`config.mk`:
```
export PLATFORM = sky130hd
export DESIGN_NAME = ptw_ctrl
export DESIGN_NICKNAME = d
export VERILOG_FILES = /design/src/design/ptw_pkg.sv /design/src/design/ptw_ctrl.sv
export SDC_FILE = /design/constraint.sdc
export NUM_CORES = 1
export LEC_CHECK = 0
export BUFFER_PORTS_ARGS = -buffer_cell sky130_fd_sc_hd__clkbuf_2
export CORE_AREA = 4 4 41 43
export CTS_BUF_LIST = sky130_fd_sc_hd__clkbuf_8
export DETAILED_ROUTE_END_ITERATION = 6
export DIE_AREA = 0 0 45 47
export PLACE_DENSITY = 0.53
export SYNTH_ARGS = -nofsm -noshare
export SYNTH_HDL_FRONTEND = slang
export SYNTH_SLANG_ARGS = --single-unit
```
`constraint.sdc`:
```
create_clock -name clk_i -period 2.23 [get_ports clk_i]
set_input_delay 0.1115 -clock clk_i [delete_from_list [all_inputs] [get_ports clk_i]]
set_output_delay 0.1115 -clock clk_i [all_outputs]
set_load 0.05 [all_outputs]
```
`src/design/ptw_pkg.sv`:
```
// Shared types and constants for the four-level page table engine.
// No dependencies. Imported by every other file of the block.
package ptw_pkg;

  localparam int TABLE_FRAMES_DEF = 64;
  localparam int IDX_W            = 9;
  localparam int VA_W             = 48;
  localparam int PA_W             = 52;
  localparam int ENTRY_W          = 64;
  localparam int FLAGS_W          = 12;
  localparam int PW_W             = 6;
  localparam int PFN_W            = PA_W - 12;

  localparam int IN_TDATA_W  = 120;
  localparam int IN_TUSER_W  = 2;
  localparam int OUT_TDATA_W = 56;
  localparam int OUT_TUSER_W = 3;

  localparam int CFG_IDX_W  = 1;
  localparam int CFG_DATA_W = 52;
  localparam logic [CFG_IDX_W-1:0] CFG_PHYS_WIDTH = 1'b0;
  localparam logic [CFG_IDX_W-1:0] CFG_TABLE_BASE = 1'b1;

  localparam logic [1:0] CMD_MAP       = 2'd0;
  localparam logic [1:0] CMD_UNMAP     = 2'd1;
  localparam logic [1:0] CMD_TRANSLATE = 2'd2;

  localparam logic [1:0] ST_DONE     = 2'd0;
  localparam logic [1:0] ST_NO_TABLE = 2'd1;
  localparam logic [1:0] ST_FULL     = 2'd2;

  localparam logic [1:0] LEVEL_LEAF = 2'd3;
  localparam logic [PW_W-1:0] PW_RESET = 6'd52;

  // Commands from the controller to the datapath.
  typedef struct packed {
    logic       clear;
    logic       load_req;
    logic       step;
    logic       load_out;
    logic [1:0] level;
  } ptw_cmd_t;

  // Status from the datapath to the controller.
  typedef struct packed {
    logic       clear_done;
    logic       is_nop;
    logic [1:0] step_st;
    logic       out_free;
  } ptw_sts_t;

endpackage

```
`src/design/ptw_ctrl.sv`:
```
// Walk controller of the page table engine: clearing pass, level sequencing, result hand-off.
// Depends on ptw_pkg.
module ptw_ctrl
  import ptw_pkg::*;
(
  input  logic     clk_i,
  input  logic     rst_ni,
  input  logic     in_valid_i,
  output logic     in_ready_o,
  input  ptw_sts_t sts_i,
  output ptw_cmd_t cmd_o
);

  typedef enum logic [2:0] {
    S_CLEAR,
    S_IDLE,
    S_RD,
    S_CHK,
    S_OUT
  } state_e;

  state_e     state_q;
  logic [1:0] level_q;

  always_ff @(posedge clk_i or negedge rst_ni) begin
    if (!rst_ni) begin
      state_q <= S_CLEAR;
      level_q <= 2'd0;
    end else begin
      unique case (state_q)
        S_CLEAR: begin
          if (sts_i.clear_done) state_q <= S_IDLE;
        end
        S_IDLE: begin
          if (in_valid_i) begin
            state_q <= S_RD;
            level_q <= 2'd0;
          end
        end
        S_RD: begin
          state_q <= sts_i.is_nop ? S_OUT : S_CHK;
        end
        S_CHK: begin
          if (level_q == LEVEL_LEAF || sts_i.step_st != ST_DONE) begin
            state_q <= S_OUT;
          end else begin
            level_q <= level_q + 2'd1;
            state_q <= S_RD;
          end
        end
        S_OUT: begin
          if (sts_i.out_free) state_q <= S_IDLE;
        end
        default: state_q <= S_CLEAR;
      endcase
    end
  end

  assign in_ready_o     = (state_q == S_IDLE);
  assign cmd_o.clear    = (state_q == S_CLEAR);
  assign cmd_o.load_req = (state_q == S_IDLE) && in_valid_i;
  assign cmd_o.step     = (state_q == S_CHK);
  assign cmd_o.load_out = (state_q == S_OUT) && sts_i.out_free;
  assign cmd_o.level    = level_q;

endmodule

```
After elaboration in Yosys (flattened, before gate mapping)
Cells that the tools add are included.
{"block": "totals", "inputBits": 8, "word_cells": 29, "ff_bits": 5, "output_inout_bits": 7}
{"block": "classes", "n_mux": 9, "n_addsub": 1, "n_reduce_logical": 8, "n_eq_ne": 9}
{"operator": "$mux W3", "count": 5}
{"operator": "$pmux W3 S5", "count": 1}
{"operator": "$ne A2 B2 Y1 const B", "count": 4}
{"operator": "$eq A3 B2 Y1 const B", "count": 2}
{"operator": "$reduce_and A3 Y1", "count": 2}
{"operator": "$mux W2", "count": 2}
{"operator": "$pmux W2 S2", "count": 1}
{"operator": "$reduce_bool A2 Y1", "count": 2}
{"operator": "$eq A3 B1 Y1 const B", "count": 1}
{"operator": "$eq A3 B3 Y1 const B", "count": 1}
{"operator": "$logic_not A3 Y1", "count": 1}
{"operator": "$add A2 B1 Y2 const B", "count": 1}
{"operator": "$eq A2 B2 Y1 const B", "count": 1}
{"operator": "$logic_and A1 B1 Y1", "count": 2}
{"operator": "$logic_or A1 B1 Y1", "count": 1}

Longest topological paths before layout
{"block": "logic_depth", "depth_word": 4, "mapped_depth": 4, "ltp_nobuf": 4}

Worst setup path after synthesis
Ideal clock, no wire load.
{"block": "synth_path", "path_kind": "register to output", "from": "register state_q[2]", "to": "output cmd_o[4] in the netlist's numbering", "slack_ps": 273, "path_stages_with_launch": 5, "n_path_buf": 1, "arrival_time_ps": 1846, "cell_sequence": "dfrtp_1 -> buf_6 -> nand2b_1 -> nor2_1 -> and2_1"}
{"item": "from (decl)", "line_no": "ptw_ctrl.sv:22", "rtl": "state_e state_q;"}
{"item": "from (signal assigned)", "line_no": "ptw_ctrl.sv:41", "rtl": "state_q <= sts_i.is_nop ? S_OUT : S_CHK;"}
{"item": "to (decl)", "line_no": "ptw_ctrl.sv:11", "rtl": "output ptw_cmd_t cmd_o"}

==> impl_results.md <==
- Run status: complete, no violations
- Worst setup path category: register to output port
- Clock root cell: clkbuf_8
- CP max FO: 9
- Setup TNS: 0 ns
- Worst Path Required: 2.12 ns
- Synthesized area: 350 sq um
- Placed Cells: 66
- Final wirelength: 808 microns
- Die ar.: 2120 sq um
- Arrival @ worst endpoint: 1.44 ns
- Final Hold Fails: 0
- Clk slew on worst S/H paths: 0.03 ns
- Number of buffers created by CTS: 3
- Yosys top cell area share: 0.357
- Total power: 0.000801 W
- CP Buf/Inv Count: 1
- # IOs: 15
- Resized Gates After CTS: 0
- Hold path start: sts_i[0]
- Starting Density: 0.269
- Final period utilization: 0.698
- Post-Layout Cell Count: 71
- Clk_lat worst skew: 0.22 ns
- Slew Limit Fails: 0
- Setup crit start kind: register
- VDD IR max: 0.634 mV
- Synth area leader: dfrtp_1
- Power Dens Cells: 1690 nW/um^2
- Synthesized Nets: 49
- Die W: 45 microns
- H-tree Lvls: 1
- CTS tree: done
- HPWL after DPL: 603 microns
- Setup bufs post-CTS: 0
- Yosys cell types: 22
- LEAKAGE: 0.235 nW
- Max Clock Freq: 0.643 GHz
- Worst Skew: 0.00199 ns
- Vias in the first global route: 320
- Core area: 1300 sq um
- Fin nets: 66
- WHS Path Cells: 2
- Crit-path leading delay family: simple AND/OR/NAND/NOR gates
- Inserted Diodes: 0
- Post-synth top flop: dfrtp_1
- Register area share after synthesis: 0.357
- Slowest CP cell: dfrtp_1
- Max cap viols: 0
- First-pass GRT wire length: 1360 microns
- Max Buffers Root-to-Sink: 2
- Routability cong.: 0.706
- Synth warnings: 0
- Routed via count: 345
- Crit path capture type: output port
- Initial antenna violation count: 0
- Clk sinks: 5
- Setup violators final: 0
- Layout area overhead: 35.0%
- Share of post-route cells with drive strength above 1: 0.339
- DR WL/cell: 11.4 microns
- Mapped Cells: 40
- Worst reg2reg setup slack: 0.92 ns
- Worst hold path class: input port to register
- R2R depth: 4
- Reg-to-Reg End: state_q[2]
- Overflow after GRT: 0
- Unrepaired setup endpoints after global routing: false
- DR pass1 iterations: 2
- Worst path cell trace: nand2b_1 -> nor2_1 -> and2_1 -> clkbuf_2
- Post-synthesis async set-or-reset flop share: 1.00
- Worst-Margin Slew: 0.370 ns
- Drt via density: 4.86
- WHS: 0.115 ns
- Buffers added on ports: 14
- Relative slew slack: 0.752
- Total GRT Usage: 0.0952
- Post-Syn Area per Cell: 8.76 sq um
- Flops & latches, synth: 5
- FP Rows: 13
- Synth top area cells: dfrtp_1, o21ai_0, a211o_1
- Largest net degree at the start of global routing: 14
- EDFF count, synth: 0
- Worst r2r src: level_q[0]
- DRC: 0
- Final min period: 1.56 ns
- CP max stage delay: 0.47 ns
- Die height: 47 microns
- Iter 0 DRT Violations: 4
- Antenna-violating nets left: 0
- Hold Crit Endpoint: state_q[2]
==> per-layer routing <==
metal | vias up | part of all wire | GRT usage | routed length (microns)
li1 | 179 | - | - | -
met1 | 147 | 0.46 | 0.111 | 375
met2 | 15 | 0.40 | 0.133 | 324
met3 | 4 | 0.10 | 0.0268 | 81
met4 | 0 | 0.033 | 0.105 | 27
met5 | - | 0 | 0 | 0
==> flip-flops by register name, summed over array words and instances (netlist names) <==
name and flops:
state_q 3, level_q 2
==> cell usage after synthesis, drive strengths merged (2+ instances only) <==
library cell / n
dfrtp: 5
nor2: 4
nor3: 4
o21ai: 4
buf: 3
a211o: 2
a21oi: 2
and2: 2
nand2: 2
nand2b: 2
==> cells in the final DEF, fill, tap and decap left out <==
master / n
nor2b_1: 1
nand2_1: 2
a21oi_1: 2
inv_1: 1
nand3b_1: 1
nand3_1: 1
dfrtp_1: 5
a211o_1: 2
nand4_1: 1
nor4b_1: 1
clkbuf_8: 3
clkbuf_2: 14
nor3_2: 1
nand2b_1: 2
and3_1: 1
o21ai_0: 4
nor3_1: 3
mux2_4: 1
nor2_1: 4
dlygate4sd3_1: 1
o211ai_1: 1
nand4b_1: 1
ha_1: 1
and2_1: 2
==> cell families (layout without fill, tap and decap cells) <==
| logic type | after synthesis | in the layout | share of synthesized area |
|---|---|---|---|
| multiplexers | 1 | 1 | 0.0428 |
| AND/OR/NAND/NOR | 21 | 21 | 0.346 |
| buffers and inverters | 3 | 19 | 0.0607 |
| AO/OA/AOI/OAI | 9 | 9 | 0.157 |
| flip-flops | 5 | 5 | 0.357 |
| adder cells (fa/ha/maj) | 1 | 1 | 0.0357 |
==> cell type report <==
class	count	area, sq um
Sequential cell	5	125
Tap cell	15	18.8
Fill cell	141	828
Timing Repair Buffer	15	80.1
Multi-Input combinational cell	32	204
Clock inverter	1	3.75
Clock buffer	3	41.3
==> worst max path at each step <==
stage                          start  endpoint  cells past startpoint
after global routing      state_q[2]  cmd_o[4]                      4
final                     state_q[2]  cmd_o[4]                      4
after floorplan           state_q[2]  cmd_o[4]                      4
after CTS                 state_q[2]  cmd_o[4]                      4
after detailed placement  state_q[2]  cmd_o[4]                      4
after global placement    state_q[2]  cmd_o[4]                      4
==> metrics by stage <==
| stage | util | instance area, sq um | setup slack [ns] |
|---|---|---|---|
| 2_1_floorplan | - | 350 | 0.273 |
| 3_3_place_gp | 0.321 | 418 | 0.905 |
| 3_5_place_dp | 0.321 | 418 | 0.897 |
| 4_1_cts | 0.363 | 473 | 0.662 |
| 5_1_grt | 0.363 | 473 | 0.578 |
| 6_report | 0.363 | 473 | 0.674 |
==> repair_timing <==
item / CTS / global route
hold endpoints to repair: 5 / 0
hold buffers: 1 / 0
setup endpoints to repair: 0 / 0
==> worst register-to-register path, stage by stage, from the launching register on <==
cell	delay, ns
dfrtp_1	0.40
ha_1	0.22
nor3_2	0.29
a211o_1	0.19
o21ai_0	0.08
==> power by group <==
part | leakage, nW | switching [W] | internal, W
registers | 0.0638 | 0.0000866 | 0.000132
logic | 0.144 | 0.000286 | 0.000131
clock network | 0.0269 | 0.0000473 | 0.000118
No activity file was read; power rests on OpenSTA's default activity.
